<file path="src/hw/rtl/fkin_pkg.sv">
// Shared constants, types and the skeleton parent table for forward kinematics.
`default_nettype none

package fkin_pkg;

  localparam int JOINT_COUNT = 20;
  localparam int FRAC_BITS   = 16;
  localparam int DATA_WIDTH  = 32;

  // Fixed field widths on the ports
  localparam int JOINT_W = 5;
  localparam int ROW_W   = 2;
  localparam int ELEM_W  = 32;

  localparam int DIM     = 4;
  localparam int ENTRIES = DIM * DIM;
  localparam int STEP_W  = $clog2(ENTRIES);
  localparam int HALF_W  = $clog2(DIM);

  localparam int JIDX_W  = $clog2(JOINT_COUNT);
  localparam int WADDR_W = JIDX_W + STEP_W;
  localparam int WDEPTH  = JOINT_COUNT * ENTRIES;

  localparam int ACC_W  = 64;
  localparam int PROD_W = 2 * DATA_WIDTH;
  localparam int EXT_W  = (PROD_W > ACC_W) ? PROD_W : ACC_W + 1;

  localparam logic [ROW_W-1:0]  LAST_ROW  = ROW_W'(DIM - 1);
  localparam logic [STEP_W-1:0] LAST_STEP = STEP_W'(ENTRIES - 1);

  typedef logic signed [DATA_WIDTH-1:0] data_t;
  typedef logic signed [ACC_W-1:0]      acc_t;

  localparam data_t FIX_ONE  = data_t'(DATA_WIDTH'(1) << FRAC_BITS);
  localparam data_t DATA_MAX = {1'b0, {(DATA_WIDTH-1){1'b1}}};
  localparam data_t DATA_MIN = {1'b1, {(DATA_WIDTH-1){1'b0}}};
  localparam acc_t  ACC_MAX  = {1'b0, {(ACC_W-1){1'b1}}};
  localparam acc_t  ACC_MIN  = {1'b1, {(ACC_W-1){1'b0}}};

  // One multiply-accumulate step handed from the sequencer to the MAC
  typedef struct packed {
    logic                vld;
    logic [STEP_W-1:0]   step;
    logic [JOINT_W-1:0]  joint;
    logic                row3;
    logic                root;
    data_t               ident;
    data_t               elem;
  } mac_op_t;

  typedef struct packed {
    logic              en;
    logic              keep;
    logic [STEP_W-1:0] addr;
    acc_t              data;
  } acc_wr_t;

  typedef struct packed {
    logic               en;
    logic [WADDR_W-1:0] addr;
    data_t              data;
  } world_wr_t;

  typedef struct packed {
    logic              root;
    logic [JIDX_W-1:0] idx;
  } parent_t;

  // hip is the root; spine to neck; head and arms under neck; legs under hip
  function automatic parent_t parent_of(input logic [JOINT_W-1:0] joint);
    parent_t            p;
    logic [JOINT_W-1:0] t;
    p.root = 1'b0;
    t      = '0;
    case (joint)
      5'd1:    t = 5'd0;
      5'd2:    t = 5'd1;
      5'd3:    t = 5'd2;
      5'd4:    t = 5'd3;
      5'd5:    t = 5'd4;
      5'd6:    t = 5'd4;
      5'd7:    t = 5'd6;
      5'd8:    t = 5'd7;
      5'd9:    t = 5'd8;
      5'd10:   t = 5'd4;
      5'd11:   t = 5'd10;
      5'd12:   t = 5'd11;
      5'd13:   t = 5'd12;
      5'd14:   t = 5'd0;
      5'd15:   t = 5'd14;
      5'd16:   t = 5'd15;
      5'd17:   t = 5'd0;
      5'd18:   t = 5'd17;
      5'd19:   t = 5'd18;
      default: p.root = 1'b1;
    endcase
    p.idx = JIDX_W'(t);
    return p;
  endfunction

endpackage

`default_nettype wire

</file>
<file path="src/hw/rtl/fkin_acc_ram.sv">
// 16-entry accumulator memory with per-entry valid bits (invalid reads as zero).
`default_nettype none

module fkin_acc_ram (
  input  wire logic                       clk,
  input  wire logic                       rst_n,
  input  wire logic [fkin_pkg::STEP_W-1:0] rd_addr,
  output fkin_pkg::acc_t                  rd_data,
  input  fkin_pkg::acc_wr_t               wr
);

  fkin_pkg::acc_t                      mem_r [fkin_pkg::ENTRIES];
  logic [fkin_pkg::ENTRIES-1:0]        vld_r;
  fkin_pkg::acc_t                      rd_q_r;
  logic                                rd_v_r;

  always_ff @(posedge clk) begin
    if (wr.en && wr.keep) begin
      mem_r[wr.addr] <= wr.data;
    end
    rd_q_r <= mem_r[rd_addr];
  end

  always_ff @(posedge clk) begin
    if (!rst_n) begin
      vld_r  <= '0;
      rd_v_r <= 1'b0;
    end else begin
      if (wr.en) begin
        vld_r[wr.addr] <= wr.keep;
      end
      rd_v_r <= vld_r[rd_addr];
    end
  end

  assign rd_data = rd_v_r ? rd_q_r : '0;

endmodule

`default_nettype wire

</file>
<file path="config.mk">
export PLATFORM = sky130hd
export DESIGN_NAME = fkin_acc_ram
export DESIGN_NICKNAME = d
export VERILOG_FILES = /design/src/hw/rtl/fkin_pkg.sv /design/src/hw/rtl/fkin_acc_ram.sv
export SDC_FILE = /design/constraint.sdc
export NUM_CORES = 1
export LEC_CHECK = 0
export BUFFER_PORTS_ARGS = -buffer_cell sky130_fd_sc_hd__buf_2
export CAP_MARGIN = 25
export CORE_MARGIN = 5
export CORE_UTILIZATION = 45
export DETAILED_ROUTE_END_ITERATION = 8
export SYNTH_ARGS = -nofsm -noshare
export SYNTH_HDL_FRONTEND = slang
export SYNTH_SLANG_ARGS = --single-unit
</file>
<file path="constraint.sdc">
create_clock -name clk -period 7.7 [get_ports clk]
set_clock_uncertainty 0.1 [all_clocks]
set_input_delay 1.155 -clock clk [delete_from_list [all_inputs] [get_ports clk]]
set_output_delay 1.155 -clock clk [all_outputs]
set_load 0.1 [all_outputs]
</file>
## Yosys cells after proc, flatten, opt, wreduce, memory -nomap -nowiden

Memory sizes are Yosys's and may differ from the RTL's. A register that Yosys moved wholly into a read port is not among the register bits.
Cells that the tools add are included.

| storage, ports and cells | value |
|---|---|
| bits in registers | 17 |
| latch bits | 0 |
| memory bits (writable) | 1,024 |
| bits in read-only memories | 0 |
| input bits | 76 |
| output and inout port bits | 64 |
| word-level logic and storage cells | 16 |
| memories | 1 |

| cells by class | value |
|---|---|
| $add $sub $neg | 0 |
| multipliers | 0 |
| div/mod/pow operators | 0 |
| order comparisons | 3 |
| equal/unequal tests | 0 |
| shift operators | 0 |
| mux-type cells | 8 |
| bitwise operators | 0 |
| reduce and logical (&&, ||, !) cells | 2 |

Memory list:

| memory | words | width | read ports | clocked after memory_dff | write ports | line | text |
|---|---|---|---|---|---|---|---|
| mem_r | 16 | 64 | 1 | 1 | 1 | fkin_acc_ram.sv:12 | `fkin_pkg::acc_t mem_r [fkin_pkg::ENTRIES];` |

Operators with widths:

| operator | count |
|---|---|
| $mux W64 | 1 |
| $bwmux W16 | 1 |
| $lt A4 B5 Y1 const B | 2 |
| $bmux W1 S4 | 1 |
| $demux W1 S4 | 1 |
| $ge A4 B1 Y1 const B | 1 |
| $mux W1 | 4 |
| $logic_and A1 B1 Y1 | 2 |

## Logic depth before layout (Yosys ltp)

| logic depth | value |
|---|---|
| depth in word-level cells | 5 |
| gate-level depth with buffers | 7 |
| depth with buffers taken out | 4 |

## Worst setup path before layout

Ideal clock, no wire load.

| path | value |
|---|---|
| path type | input port to flip-flop |
| start point | in wr[64] in the netlist's numbering |
| end point | mem mem_r[0][0] in the netlist's numbering, enable pin |
| library setup time | 0.488 ns |
| data arrival time | 4.414 ns |
| data required time | 7.112 ns |
| setup slack | 2.698 ns |
| cell stages on the path | 3 |
| buffers on the path | 1 |
| cell sequence | or3b_1 clkbuf_1 nor2_1 |

RTL lines:

| what | line | text |
|---|---|---|
| from (decl) | fkin_acc_ram.sv:9 | `input fkin_pkg::acc_wr_t wr` |
| to (decl) | fkin_acc_ram.sv:12 |  |

Straight into the memory's write port.

## Worst setup path in the final report

| path | value |
|---|---|
| start point | reg rd_v_r |
| end point | out rd_data[17] |

| on the way | value |
|---|---|
| word-level cells in the longest chain between the ends | 1 |

RTL lines:

| what | line | text |
|---|---|---|
| from (decl) | fkin_acc_ram.sv:15 | `logic rd_v_r;` |
| from (signal assigned) | fkin_acc_ram.sv:32 | `rd_v_r <= vld_r[rd_addr];` |
| $mux W64 | fkin_acc_ram.sv:36 | `assign rd_data = rd_v_r ? rd_q_r : '0;` |
| to (decl) | fkin_acc_ram.sv:8 | `output fkin_pkg::acc_t rd_data,` |

Every way passes these cells.

==> summary.txt <==
Job
  • Max Cap Violations: 0

STA
  • Unrepaired setup endpoints after global routing: no
  • Max Slew Vio Count: 0
  • Period utilisation layout: 47.8%
  • Setup TNS: 0 ps
  • Tmin final: 3680 ps
  • Tightest Pin Transition: 1050 ps
  • Worst rel slew slack: 29.7%
  • Max Freq: 272 MHz
  • Setup violators final: 0
  • Hold Fails Final Rpt: 0

Placement
  • Post-DP HPWL: 45500 microns
  • I/O Buffers: 139
  • Placer Congestion: 0.714
  • Cells after DPL: 3054

Routing
  • DR DRC count: 0
  • Vias after detailed routing: 18615
  • Initial DRC count: 1598
  • Post-DRT Antenna Nets: 0
  • Average wire per standard cell: 27.8 microns
  • First-pass DRT Iterations: 5
  • Via density: 5.70
  • Drt total wl: 91000 microns

Floorplan
  • Die area: 96900 sq um
  • Die Width: 311 microns
  • Die height: 311 microns
  • Floorplan core area: 90000 sq um
  • I/O pin count: 140
  • Std cell rows: 110
  • Initial Utilization: 45.4%

Status
  • Status: finished clean

Clock network
  • CTS Buffer Depth: 3
  • # hold bufs at CTS: 0
  • Skew-Pair Late Insertion Delay: 680 ps
  • CTS Root Cell: clkbuf_16
  • Number of setup buffers added after CTS: 0
  • Number of buffers created by CTS: 112
  • Max H-tree Level: 3
  • CTS tree: built
  • Clock sinks: 1105
  • CTS clock-pin slew for the worst setup and hold paths: 60 ps
  • Post-CTS resize count: 0

GRT
  • Vias in the first global route: 20251
  • Initial antenna violation count: 8
  • Largest net degree at the start of global routing: 115
  • First-pass GRT wire length: 136000 microns
  • Total global-route track usage: 18.9%
  • Gr ovfl total: 0

Setup path
  • Critical Path End Type: output port
  • FF-to-FF Start: mem_r[13][24]$_DFFE_PP_
  • Max stage delay cell, worst path: buf_4
  • Crit path max fanout: 64
  • WP buf/inv: 2
  • Crit path cell chain: buf_4 -> and2_1 -> buf_2
  • Crit. path cell count: 3
  • Worst path required time: 6440 ps
  • FF-to-FF path depth: 3
  • Crit path DAT: 2420 ps
  • Worst R2R Setup Slack: 6160 ps
  • Max stage delay on crit path: 620 ps
  • Crit path launch type: register
  • Cell family with most CP delay: buffers and inverters
  • Reg2reg end: rd_q_r[24]$_DFF_P_
  • CP Class: register to output port

Synthesis
  • Synth Instances: 1801
  • Synth area leader: edfxtp_1
  • Top cell type's share of synthesized area: 75.3%
  • Sequential share of the synthesized area: 79.3%
  • Synthesized flop and latch total: 1105
  • Synth top area cells: edfxtp_1, mux4_2, dfxtp_1
  • Yosys Warn Count: 0
  • Library cells used by synthesis: 26
  • Syn nets: 1877
  • Syn_area_per_cell: 22.7 sq um
  • Synth Cell Area: 40800 sq um

Min path
  • Worst hold path depth: 2
  • Hold Crit Start: vld_r[13]$_SDFFE_PN0P_
  • Worst Hold Endpoint: vld_r[13]$_SDFFE_PN0P_
  • Worst Hold Class: register to register

Layout
  • Final cell count without fillers: 3268
  • Final Net Count: 2068
  • Finished Core Util: 51.6%
  • Layout area overhead: 13.9%
  • Share of post-route cells with drive strength above 1: 29.3%

Pwr
  • Power Density: 270 nW/um^2
  • Tot Pwr: 12.6 mW
  • Worst VDD drop: 0.190 mV
  • Leakage: 15.0 nW
-- synth_stat cells --
master / number
buf_6: 15
mux4_2: 258
clkbuf_1: 38
nand2_1: 70
or2_1: 1
nor2_1: 19
and2_1: 68
clkbuf_2: 1
buf_2: 29
nand3_1: 4
or3b_1: 2
nor2b_1: 3
nand3b_1: 4
edfxtp_1: 1024
o211ai_1: 2
nand2b_1: 3
buf_1: 9
a22oi_1: 128
o22ai_1: 1
o21a_1: 22
dfxtp_1: 81
o21ai_0: 1
a21boi_1: 2
mux2i_1: 4
buf_4: 5
o21ai_1: 7
-- flip-flops by register name, indices dropped and copies added (netlist names) --
name    flops
mem_r    1024
rd_q_r     64
vld_r      16
rd_v_r      1
-- cells by family after synthesis --
logic type,Yosys count,synth area share (%)
DFF,1105,79.3
muxes,262,14.3
and+or+nand+nor,174,2.13
AOI/OAI and AO/OA,163,2.95
buffers and inverters,97,1.31
-- area by class of cell --
cell class,count,area (sq um)
Timing Repair Buffer,174,1000
Multi-Input combinational cell,599,8070
Sequential cell,1105,32400
Tap cell,1176,1470
Clock buffer,145,2990
Fill cell,7118,43500
Clock inverter,65,577
Antenna cell,4,10.0
-- worst max-delay path by stage --
stage / endpoint / slack, ps / from
floorplan: mem_r[0][0]$_DFFE_PP_ / 2700 / wr[64]
global placement: mem_r[9][44]$_DFFE_PP_ / 3680 / wr[66]
detailed placement: mem_r[8][45]$_DFFE_PP_ / 3610 / wr[66]
CTS: rd_data[17] / 3840 / rd_v_r$_SDFF_PN0_
global route: rd_data[17] / 3800 / rd_v_r$_SDFF_PN0_
finish: rd_data[17] / 4020 / rd_v_r$_SDFF_PN0_
-- power by group --
group	internal (mW)	switching (mW)
clock	3.01	2.24
sequential	6.66	0.0294
combinational	0.206	0.418
total	9.87	2.69
-- cells in the final DEF, fill, tap and decap left out, drive strengths merged, types with 19 or more instances in the layout --
cell	n
clkinv	50
dfxtp	81
and2	68
nor2	19
edfxtp	1024
clkbuf	145
o21a	22
a22oi	128
nand2	70
mux4	258
buf	174
-- tightest hold or removal path: stages, from the launching register on --
cell,delay (ps)
dfxtp_1,310
o21ai_1,70
a21boi_1,60
-- through the flow --
| stage | hold slack, ps | instance area, sq um | worst slack, ps |
|---|---|---|---|
| final | 384 | 46500 | 4020 |
| after detailed placement | 373 | 42900 | 3610 |
| after global routing | 420 | 46500 | 3800 |
| after global placement | 377 | 42900 | 3680 |
| after CTS | 383 | 46500 | 3840 |
| after floorplan | 354 | 40800 | 2700 |
-- metal layers --
metal	vias up	global-route usage, %	routed length (microns)
met5	-	0	27
met4	4	4.88	1850
met3	129	3.47	4890
met2	495	32.3	46500
met1	10021	25.5	37700
li1	7966	-	-
(Power assumes the default switching activity.)
