<file path="config.mk">
export PLATFORM = sky130hd
export DESIGN_NAME = fkin_mac
export DESIGN_NICKNAME = d
export VERILOG_FILES = /design/src/hw/rtl/fkin_pkg.sv /design/src/hw/rtl/fkin_mac.sv
export SDC_FILE = /design/constraint.sdc
export NUM_CORES = 2
export LEC_CHECK = 0
export BUFFER_PORTS_ARGS = -buffer_cell sky130_fd_sc_hd__buf_2
export CORE_MARGIN = 2
export CORE_UTILIZATION = 35
export CTS_CLUSTER_DIAMETER = 50
export DETAILED_ROUTE_END_ITERATION = 6
export GPL_TIMING_DRIVEN = 0
export MAX_ROUTING_LAYER = met4
export SLEW_MARGIN = 25
export SYNTH_ARGS = -nofsm -noshare
export SYNTH_HDL_FRONTEND = slang
export SYNTH_SLANG_ARGS = --single-unit
export TNS_END_PERCENT = 100
</file>
<file path="constraint.sdc">
create_clock -name clk -period 9.98 [get_ports clk]
set_input_delay 1.497 -clock clk [delete_from_list [all_inputs] [get_ports clk]]
set_output_delay 1.497 -clock clk [all_outputs]
set_load 0.005 [all_outputs]
</file>
<file path="src/hw/rtl/fkin_pkg.sv">
// Shared constants, types and the skeleton parent table for forward kinematics.
`default_nettype none

package fkin_pkg;

  localparam int JOINT_COUNT = 20;
  localparam int FRAC_BITS   = 16;
  localparam int DATA_WIDTH  = 32;

  // Fixed field widths on the ports
  localparam int JOINT_W = 5;
  localparam int ROW_W   = 2;
  localparam int ELEM_W  = 32;

  localparam int DIM     = 4;
  localparam int ENTRIES = DIM * DIM;
  localparam int STEP_W  = $clog2(ENTRIES);
  localparam int HALF_W  = $clog2(DIM);

  localparam int JIDX_W  = $clog2(JOINT_COUNT);
  localparam int WADDR_W = JIDX_W + STEP_W;
  localparam int WDEPTH  = JOINT_COUNT * ENTRIES;

  localparam int ACC_W  = 64;
  localparam int PROD_W = 2 * DATA_WIDTH;
  localparam int EXT_W  = (PROD_W > ACC_W) ? PROD_W : ACC_W + 1;

  localparam logic [ROW_W-1:0]  LAST_ROW  = ROW_W'(DIM - 1);
  localparam logic [STEP_W-1:0] LAST_STEP = STEP_W'(ENTRIES - 1);

  typedef logic signed [DATA_WIDTH-1:0] data_t;
  typedef logic signed [ACC_W-1:0]      acc_t;

  localparam data_t FIX_ONE  = data_t'(DATA_WIDTH'(1) << FRAC_BITS);
  localparam data_t DATA_MAX = {1'b0, {(DATA_WIDTH-1){1'b1}}};
  localparam data_t DATA_MIN = {1'b1, {(DATA_WIDTH-1){1'b0}}};
  localparam acc_t  ACC_MAX  = {1'b0, {(ACC_W-1){1'b1}}};
  localparam acc_t  ACC_MIN  = {1'b1, {(ACC_W-1){1'b0}}};

  // One multiply-accumulate step handed from the sequencer to the MAC
  typedef struct packed {
    logic                vld;
    logic [STEP_W-1:0]   step;
    logic [JOINT_W-1:0]  joint;
    logic                row3;
    logic                root;
    data_t               ident;
    data_t               elem;
  } mac_op_t;

  typedef struct packed {
    logic              en;
    logic              keep;
    logic [STEP_W-1:0] addr;
    acc_t              data;
  } acc_wr_t;

  typedef struct packed {
    logic               en;
    logic [WADDR_W-1:0] addr;
    data_t              data;
  } world_wr_t;

  typedef struct packed {
    logic              root;
    logic [JIDX_W-1:0] idx;
  } parent_t;

  // hip is the root; spine to neck; head and arms under neck; legs under hip
  function automatic parent_t parent_of(input logic [JOINT_W-1:0] joint);
    parent_t            p;
    logic [JOINT_W-1:0] t;
    p.root = 1'b0;
    t      = '0;
    case (joint)
      5'd1:    t = 5'd0;
      5'd2:    t = 5'd1;
      5'd3:    t = 5'd2;
      5'd4:    t = 5'd3;
      5'd5:    t = 5'd4;
      5'd6:    t = 5'd4;
      5'd7:    t = 5'd6;
      5'd8:    t = 5'd7;
      5'd9:    t = 5'd8;
      5'd10:   t = 5'd4;
      5'd11:   t = 5'd10;
      5'd12:   t = 5'd11;
      5'd13:   t = 5'd12;
      5'd14:   t = 5'd0;
      5'd15:   t = 5'd14;
      5'd16:   t = 5'd15;
      5'd17:   t = 5'd0;
      5'd18:   t = 5'd17;
      5'd19:   t = 5'd18;
      default: p.root = 1'b1;
    endcase
    p.idx = JIDX_W'(t);
    return p;
  endfunction

endpackage

`default_nettype wire

</file>
<file path="src/hw/rtl/fkin_mac.sv">
// Shared MAC: multiply, saturating accumulate, finalise to world and result beat.
`default_nettype none

module fkin_mac (
  input  wire logic                         clk,
  input  wire logic                         rst_n,
  input  fkin_pkg::mac_op_t                 op,
  input  fkin_pkg::data_t                   world_rd,
  input  fkin_pkg::acc_t                    acc_rd,
  output fkin_pkg::acc_wr_t                 acc_wr,
  output fkin_pkg::world_wr_t               world_wr,
  output logic                              res_done,
  output logic                              out_valid,
  input  wire logic                         out_stall,
  output logic [fkin_pkg::JOINT_W-1:0]      out_joint_id,
  output logic signed [fkin_pkg::ELEM_W-1:0] out_pos_x,
  output logic signed [fkin_pkg::ELEM_W-1:0] out_pos_y,
  output logic signed [fkin_pkg::ELEM_W-1:0] out_pos_z,
  output logic                              out_overflow
);

  // translation column entries of the world matrix
  localparam logic [fkin_pkg::STEP_W-1:0] STEP_X = fkin_pkg::STEP_W'(3);
  localparam logic [fkin_pkg::STEP_W-1:0] STEP_Y = fkin_pkg::STEP_W'(7);
  localparam logic [fkin_pkg::STEP_W-1:0] STEP_Z = fkin_pkg::STEP_W'(11);

  fkin_pkg::mac_op_t                   a_r;
  logic                                b_vld_r;
  logic [fkin_pkg::STEP_W-1:0]         b_step_r;
  logic [fkin_pkg::JOINT_W-1:0]        b_joint_r;
  logic                                b_row3_r;
  logic signed [fkin_pkg::PROD_W-1:0]  prod_r;
  fkin_pkg::acc_t                      acc_q_r;
  logic                                sat_r;
  fkin_pkg::data_t                     px_r, py_r, pz_r;
  logic                                out_valid_r;
  logic [fkin_pkg::JOINT_W-1:0]        out_joint_r;
  logic signed [fkin_pkg::ELEM_W-1:0]  out_x_r, out_y_r, out_z_r;
  logic                                out_ovf_r;

  fkin_pkg::data_t                     p;
  logic signed [fkin_pkg::PROD_W-1:0]  prod_nxt;
  logic signed [fkin_pkg::EXT_W-1:0]   prod_ext;
  logic                                mul_ovf;
  fkin_pkg::acc_t                      prod_sat;
  logic [fkin_pkg::ACC_W:0]            sum_w;
  logic                                add_ovf;
  fkin_pkg::acc_t                      sum;
  fkin_pkg::acc_t                      shifted;
  logic                                clamp_ovf;
  fkin_pkg::data_t                     world_val;
  logic                                sat_now;
  logic                                fin;

  // stage A: parent element meets local element
  assign p        = a_r.root ? a_r.ident : world_rd;
  assign prod_nxt = p * a_r.elem;

  // stage B: saturate product, accumulate, finalise on the closing row
  assign prod_ext = fkin_pkg::EXT_W'(prod_r);
  assign mul_ovf  = prod_ext[fkin_pkg::EXT_W-1:fkin_pkg::ACC_W-1] !=
                    {(fkin_pkg::EXT_W-fkin_pkg::ACC_W+1){prod_ext[fkin_pkg::EXT_W-1]}};
  assign prod_sat = mul_ovf ? (prod_ext[fkin_pkg::EXT_W-1] ? fkin_pkg::ACC_MIN
                                                           : fkin_pkg::ACC_MAX)
                            : prod_ext[fkin_pkg::ACC_W-1:0];
  assign sum_w    = {acc_q_r[fkin_pkg::ACC_W-1], acc_q_r} +
                    {prod_sat[fkin_pkg::ACC_W-1], prod_sat};
  assign add_ovf  = sum_w[fkin_pkg::ACC_W] ^ sum_w[fkin_pkg::ACC_W-1];
  assign sum      = add_ovf ? (sum_w[fkin_pkg::ACC_W] ? fkin_pkg::ACC_MIN : fkin_pkg::ACC_MAX)
                            : sum_w[fkin_pkg::ACC_W-1:0];
  assign shifted  = sum >>> fkin_pkg::FRAC_BITS;
  assign clamp_ovf = shifted[fkin_pkg::ACC_W-1:fkin_pkg::DATA_WIDTH-1] !=
                     {(fkin_pkg::ACC_W-fkin_pkg::DATA_WIDTH+1){shifted[fkin_pkg::ACC_W-1]}};
  assign world_val = clamp_ovf ? (shifted[fkin_pkg::ACC_W-1] ? fkin_pkg::DATA_MIN
                                                             : fkin_pkg::DATA_MAX)
                               : shifted[fkin_pkg::DATA_WIDTH-1:0];
  assign sat_now  = mul_ovf || add_ovf || (b_row3_r && clamp_ovf);
  assign fin      = b_vld_r && b_row3_r && (b_step_r == fkin_pkg::LAST_STEP);

  always_comb begin
    acc_wr      = '0;
    acc_wr.en   = b_vld_r;
    acc_wr.keep = !b_row3_r;
    acc_wr.addr = b_step_r;
    acc_wr.data = sum;
    world_wr      = '0;
    world_wr.en   = b_vld_r && b_row3_r;
    world_wr.addr = {b_joint_r[fkin_pkg::JIDX_W-1:0], b_step_r};
    world_wr.data = world_val;
  end

  always_ff @(posedge clk) begin
    if (!rst_n) begin
      a_r         <= '0;
      b_vld_r     <= 1'b0;
      sat_r       <= 1'b0;
      out_valid_r <= 1'b0;
    end else begin
      a_r     <= op;
      b_vld_r <= a_r.vld;
      if (b_vld_r) begin
        sat_r <= fin ? 1'b0 : (sat_r || sat_now);
      end
      if (fin) begin
        out_valid_r <= 1'b1;
      end else if (!out_stall) begin
        out_valid_r <= 1'b0;
      end
    end
  end

  always_ff @(posedge clk) begin
    b_step_r  <= a_r.step;
    b_joint_r <= a_r.joint;
    b_row3_r  <= a_r.row3;
    prod_r    <= prod_nxt;
    acc_q_r   <= acc_rd;
    if (b_vld_r && b_row3_r) begin
      if (b_step_r == STEP_X) px_r <= world_val;
      if (b_step_r == STEP_Y) py_r <= world_val;
      if (b_step_r == STEP_Z) pz_r <= world_val;
    end
    if (fin) begin
      out_joint_r <= b_joint_r;
      out_x_r     <= fkin_pkg::ELEM_W'($unsigned(px_r));
      out_y_r     <= fkin_pkg::ELEM_W'($unsigned(py_r));
      out_z_r     <= fkin_pkg::ELEM_W'($unsigned(pz_r));
      out_ovf_r   <= sat_r || sat_now;
    end
  end

  assign res_done     = fin;
  assign out_valid    = out_valid_r;
  assign out_joint_id = out_joint_r;
  assign out_pos_x    = out_x_r;
  assign out_pos_y    = out_y_r;
  assign out_pos_z    = out_z_r;
  assign out_overflow = out_ovf_r;

endmodule

`default_nettype wire

</file>
Word-level counts from Yosys, hierarchy flattened:

Cells that the tools add are included.

* input bits: 175
* output and inout port bits: 216
* register bits: 415
* word-level logic and storage cells: 49

* bitwise operators: 1
* reductions and logical operators: 9
* equal/unequal tests: 6
* multiplexer cells: 8
* add/sub/neg operators: 1
* multipliers: 1

Operators by type and width (number)
* $mux W64: 2
* $mux W32: 3
* $add A64 B64 Y65: 1
* $mul A32 B32 Y64: 1
* $ne A16 B16 Y1: 1
* $eq A4 B4 Y1 const B: 2
* $reduce_and A2 Y1: 3
* $eq A4 B2 Y1 const B: 1
* $eq A4 B3 Y1 const B: 1
* $logic_and A1 B1 Y1: 3
* $mux W1: 3
* $logic_or A1 B1 Y1: 2
* $ne A2 B1 Y1 const B: 1
* $logic_not A1 Y1: 1
* $xor A1 B1 Y1: 1

Longest topological paths before layout:

* depth in word-level cells: 8
* gate-level depth with buffers: 37

Least setup slack after synthesis:

No wires, ideal clock.

* kind: input-to-reg
* start point: input world_rd[31]
* end point: register prod_r[63] (netlist bit)
* library setup time: 0.121 ns
* path buffers: 2
* required time: 9.859 ns
* arrival: 9.133 ns
* slack: 0.727 ns
* cell stages on the path: 29
* path through: mux2_2 > clkbuf_1 > nand2_1 > inv_1 > fa_1 > inv_1 > fa_1 > inv_1 > fa_1 > fa_1 > inv_1 > fa_1 > inv_1 > fa_1 > inv_1 > fa_1 > inv_1 > fa_1 > ha_1 > clkbuf_1 > nand4_1 > nor3_1 > a21oi_1 > o31a_1 > o21ai_0 > a31oi_1 > o21ai_0 > a21oi_1 > xnor2_1

* cells in the longest elaborated chain, start to end: 2

RTL lines
* start, declared: RTL line fkin_mac.sv:8 `input fkin_pkg::data_t world_rd,`
* $mux W32: RTL line fkin_mac.sv:56 `assign p = a_r.root ? a_r.ident : world_rd;`
* $mul A32 B32 Y64: RTL line fkin_mac.sv:57 `assign prod_nxt = p * a_r.elem;`
* named net prod_nxt (one bit): RTL line fkin_mac.sv:42 `logic signed [fkin_pkg::PROD_W-1:0] prod_nxt;`
* end signal, assigned: RTL line fkin_mac.sv:116 `prod_r <= prod_nxt;`
* end, declared: RTL line fkin_mac.sv:32 `logic signed [fkin_pkg::PROD_W-1:0] prod_r;`

The timed path passes the listed nets, and every way through them passes these cells.
A chain may end at the register's enable or synchronous reset.

Worst setup path in the final report:

* start point: register a_r[64] (netlist bit)
* end point: register prod_r[63] (netlist bit)

* cells in the longest elaborated chain, start to end: 2

RTL lines
* start, declared: RTL line fkin_mac.sv:27 `fkin_pkg::mac_op_t a_r;`
* start signal, assigned: RTL line fkin_mac.sv:99 `a_r <= op;`
* $mux W32: RTL line fkin_mac.sv:56
* $mul A32 B32 Y64: RTL line fkin_mac.sv:57
* named net prod_nxt (one bit): RTL line fkin_mac.sv:42

The timed path passes the listed nets, and every way through them passes these cells.

==> metrics.yaml <==
cts_root_buffer: "clkbuf_16"
crit_type: "reg2reg"
dpl.hpwl_um: 165000
yosysTopAreaCell: "fa_1"
crit_path_max_fanout: 10
fp-row-count: 141
via_per_inst: 5.15
routedWlPerCell_um: 26.0
nets: 7206
run_status: "completed"
grt_start_max_net_pins: 68
timing.hold.ws_ns: 0.324
synth_ff_type: "dfxtp_1"
synth_edf_count: 198
critical-path-top-cell-by-count: "fa_1"
maxCapViolCount: 0
grt_pass1_wl_um: 289000
antenna_left: 0
vias: 39739
multi_input_area_um2: 37000
slew_headroom_pct: 16.8
rsz0062_at_grt: "false"
period_share_pct: 97.7
avgSynthCellArea_um2: 10.0
clkTransAtPathRegs_ns: 0.06
end_kind: "flop"
gp_congestion: 1.03
synth_common_cells: "fa_1 (1,083), inv_1 (1,042), nand2_1 (636)"
cp.arrival_ns: 10.29
drive_above_1_share_pct: 12.3
die_w_um: 390
worst_skew_pair.late_latency_ns: 0.68
drc: 0
hold_viol_final: 0
worstMarginPinSlew_ns: 1.25
layout_min_cycle_time_ns: 9.75
die_h_um: 390
antenna_found_initial: 34
seq_area_um2: 10300
async_flop_share_pct: 0
min_path_type: "reg2reg"
first_pass_iters: 7
core_um2: 148000
skew_ns: 0.0401
syn-num-nets: 6726
required_ns: 10.52
die_area_um2: 152000
slew_viol_final: 0
critPathTopFamily: "adder cells"
yosysMostFrequentCell: "fa_1"
postPlaceCellArea_um2: 56800
ios: 391
syn_inst: 5218
setup_viol: 0
fillCellCount: 14619
syn-cell-area_um2: 52200
crit_buf_inv: 5
start_util_pct: 35.3
grt_use_total_pct: 27.3
synth_warnings: 0
synth.top_cell.area_share_pct: 41.5
cts_buffers: 57
synth.yosys.seq_area_share_pct: 19.7
clk_path_buf_depth: 3
grt-ovfl-total: 0
clock.fmax_mhz: 103
cts_sinks: 415
synth.distinct_cells: 78
ys_ff_latch: 415
first_global_vias: 41570
worstSetupStartpointType: "flop"
postLayoutCellArea_um2: 59100
port_buffers: 389
drt_iter0_drc: 3609
syn2layout_area_growth_pct: 13.3
drt-total-wl_um: 200000
cts_hold_buffers: 0
crit_path_top_delay_cell: "fa_1"
cp_slowest_stage_delay_ns: 0.64
h-tree-depth: 2
cts_tree: "yes"
synth.area.top_cells: "fa_1 (42%), edfxtp_1 (11%), dfxtp_1 (8.3%), inv_1 (7.5%), and2_1 (6.9%)"
-- final timing paths --
kind,startpoint,endpoint,slack (ns),cells past startpoint
worst min register to register,a_r[66],b_joint_r[0],0.32,0
worst max-delay path,a_r[64],prod_r[63],0.23,29
worst min-delay path,a_r[66],b_joint_r[0],0.32,0
worst max register to register,a_r[64],prod_r[63],0.23,29
-- routing by layer --
layer,track usage (%),wire (um)
met1,34.6,79700
met2,42.0,89500
met3,7.86,23300
met4,8.72,7850
met5,-,0
-- registers in the layout, summed over array words and instances, names as in the netlist, 32 cells and up --
| signal | count |
|---|---|
| a_r | 76 |
| acc_q_r | 64 |
| out_pos_x | 32 |
| out_pos_y | 32 |
| out_pos_z | 32 |
| prod_r | 64 |
| px_r | 32 |
| py_r | 32 |
| pz_r | 32 |
-- layout make-up --
type / instances / share of cell area (%)
tap: 1930 / 4.08
buffer: 265 / 1.99
inverter: 1042 / 6.64
clock inverter: 45 / 0.990
clock buffer: 63 / 2.45
sequential: 415 / 17.4
timing repair buffer: 421 / 3.79
multi-input combinational: 3496 / 62.5
antenna: 33 / 0.140
-- cell families (layout without fill, tap and decap cells) --
family          count (synthesis)  in the layout  synth area share [%]
mux                            37             37                 0.793
simple gates                 1520           1520                  14.5
compound gates                480            480                  5.79
other cells                     0             33                     0
fa+ha+maj                    1333           1333                  47.5
flops                         415            415                  19.7
buf+inv                      1307           1836                  9.53
xor+xnor                      126            126                  2.11
-- stage by stage --
step	util [%]	setup TNS [ns]	cells	setup WS, ns
floorplan	-	0	5218	0.727
global placement	38.3	-10.91	7537	-1.24
detailed placement	38.4	-10.68	7553	-1.33
CTS	39.8	0	7669	0.0301
global route	40.0	0	7695	0.00616
finish	40.0	0	7710	0.226
-- placed cells by master, fill, tap and decap left out, types with 57 or more instances in the layout --
cell type  instances
fa_1            1081
inv_1           1038
nand2_1          636
and2_1           579
buf_2            415
ha_1             250
dfxtp_1          217
edfxtp_1         198
clkbuf_1         158
a21oi_1          151
o21ai_0          118
nor2_1           104
xnor2_1           84
clkbuf_2          73
nand3_1           66
a21o_1            62
clkbuf_16         57
-- timing repair --
item / 4_1_cts / 5_1_grt
resized for setup: 32 / 91
pin swaps: 1 / 2
setup buffers: 8 / 6
setup endpoints to repair: 13 / 14
Power is not shown: default switching activity piles up to over one toggle a cycle in this logic, so the estimate is an artifact.
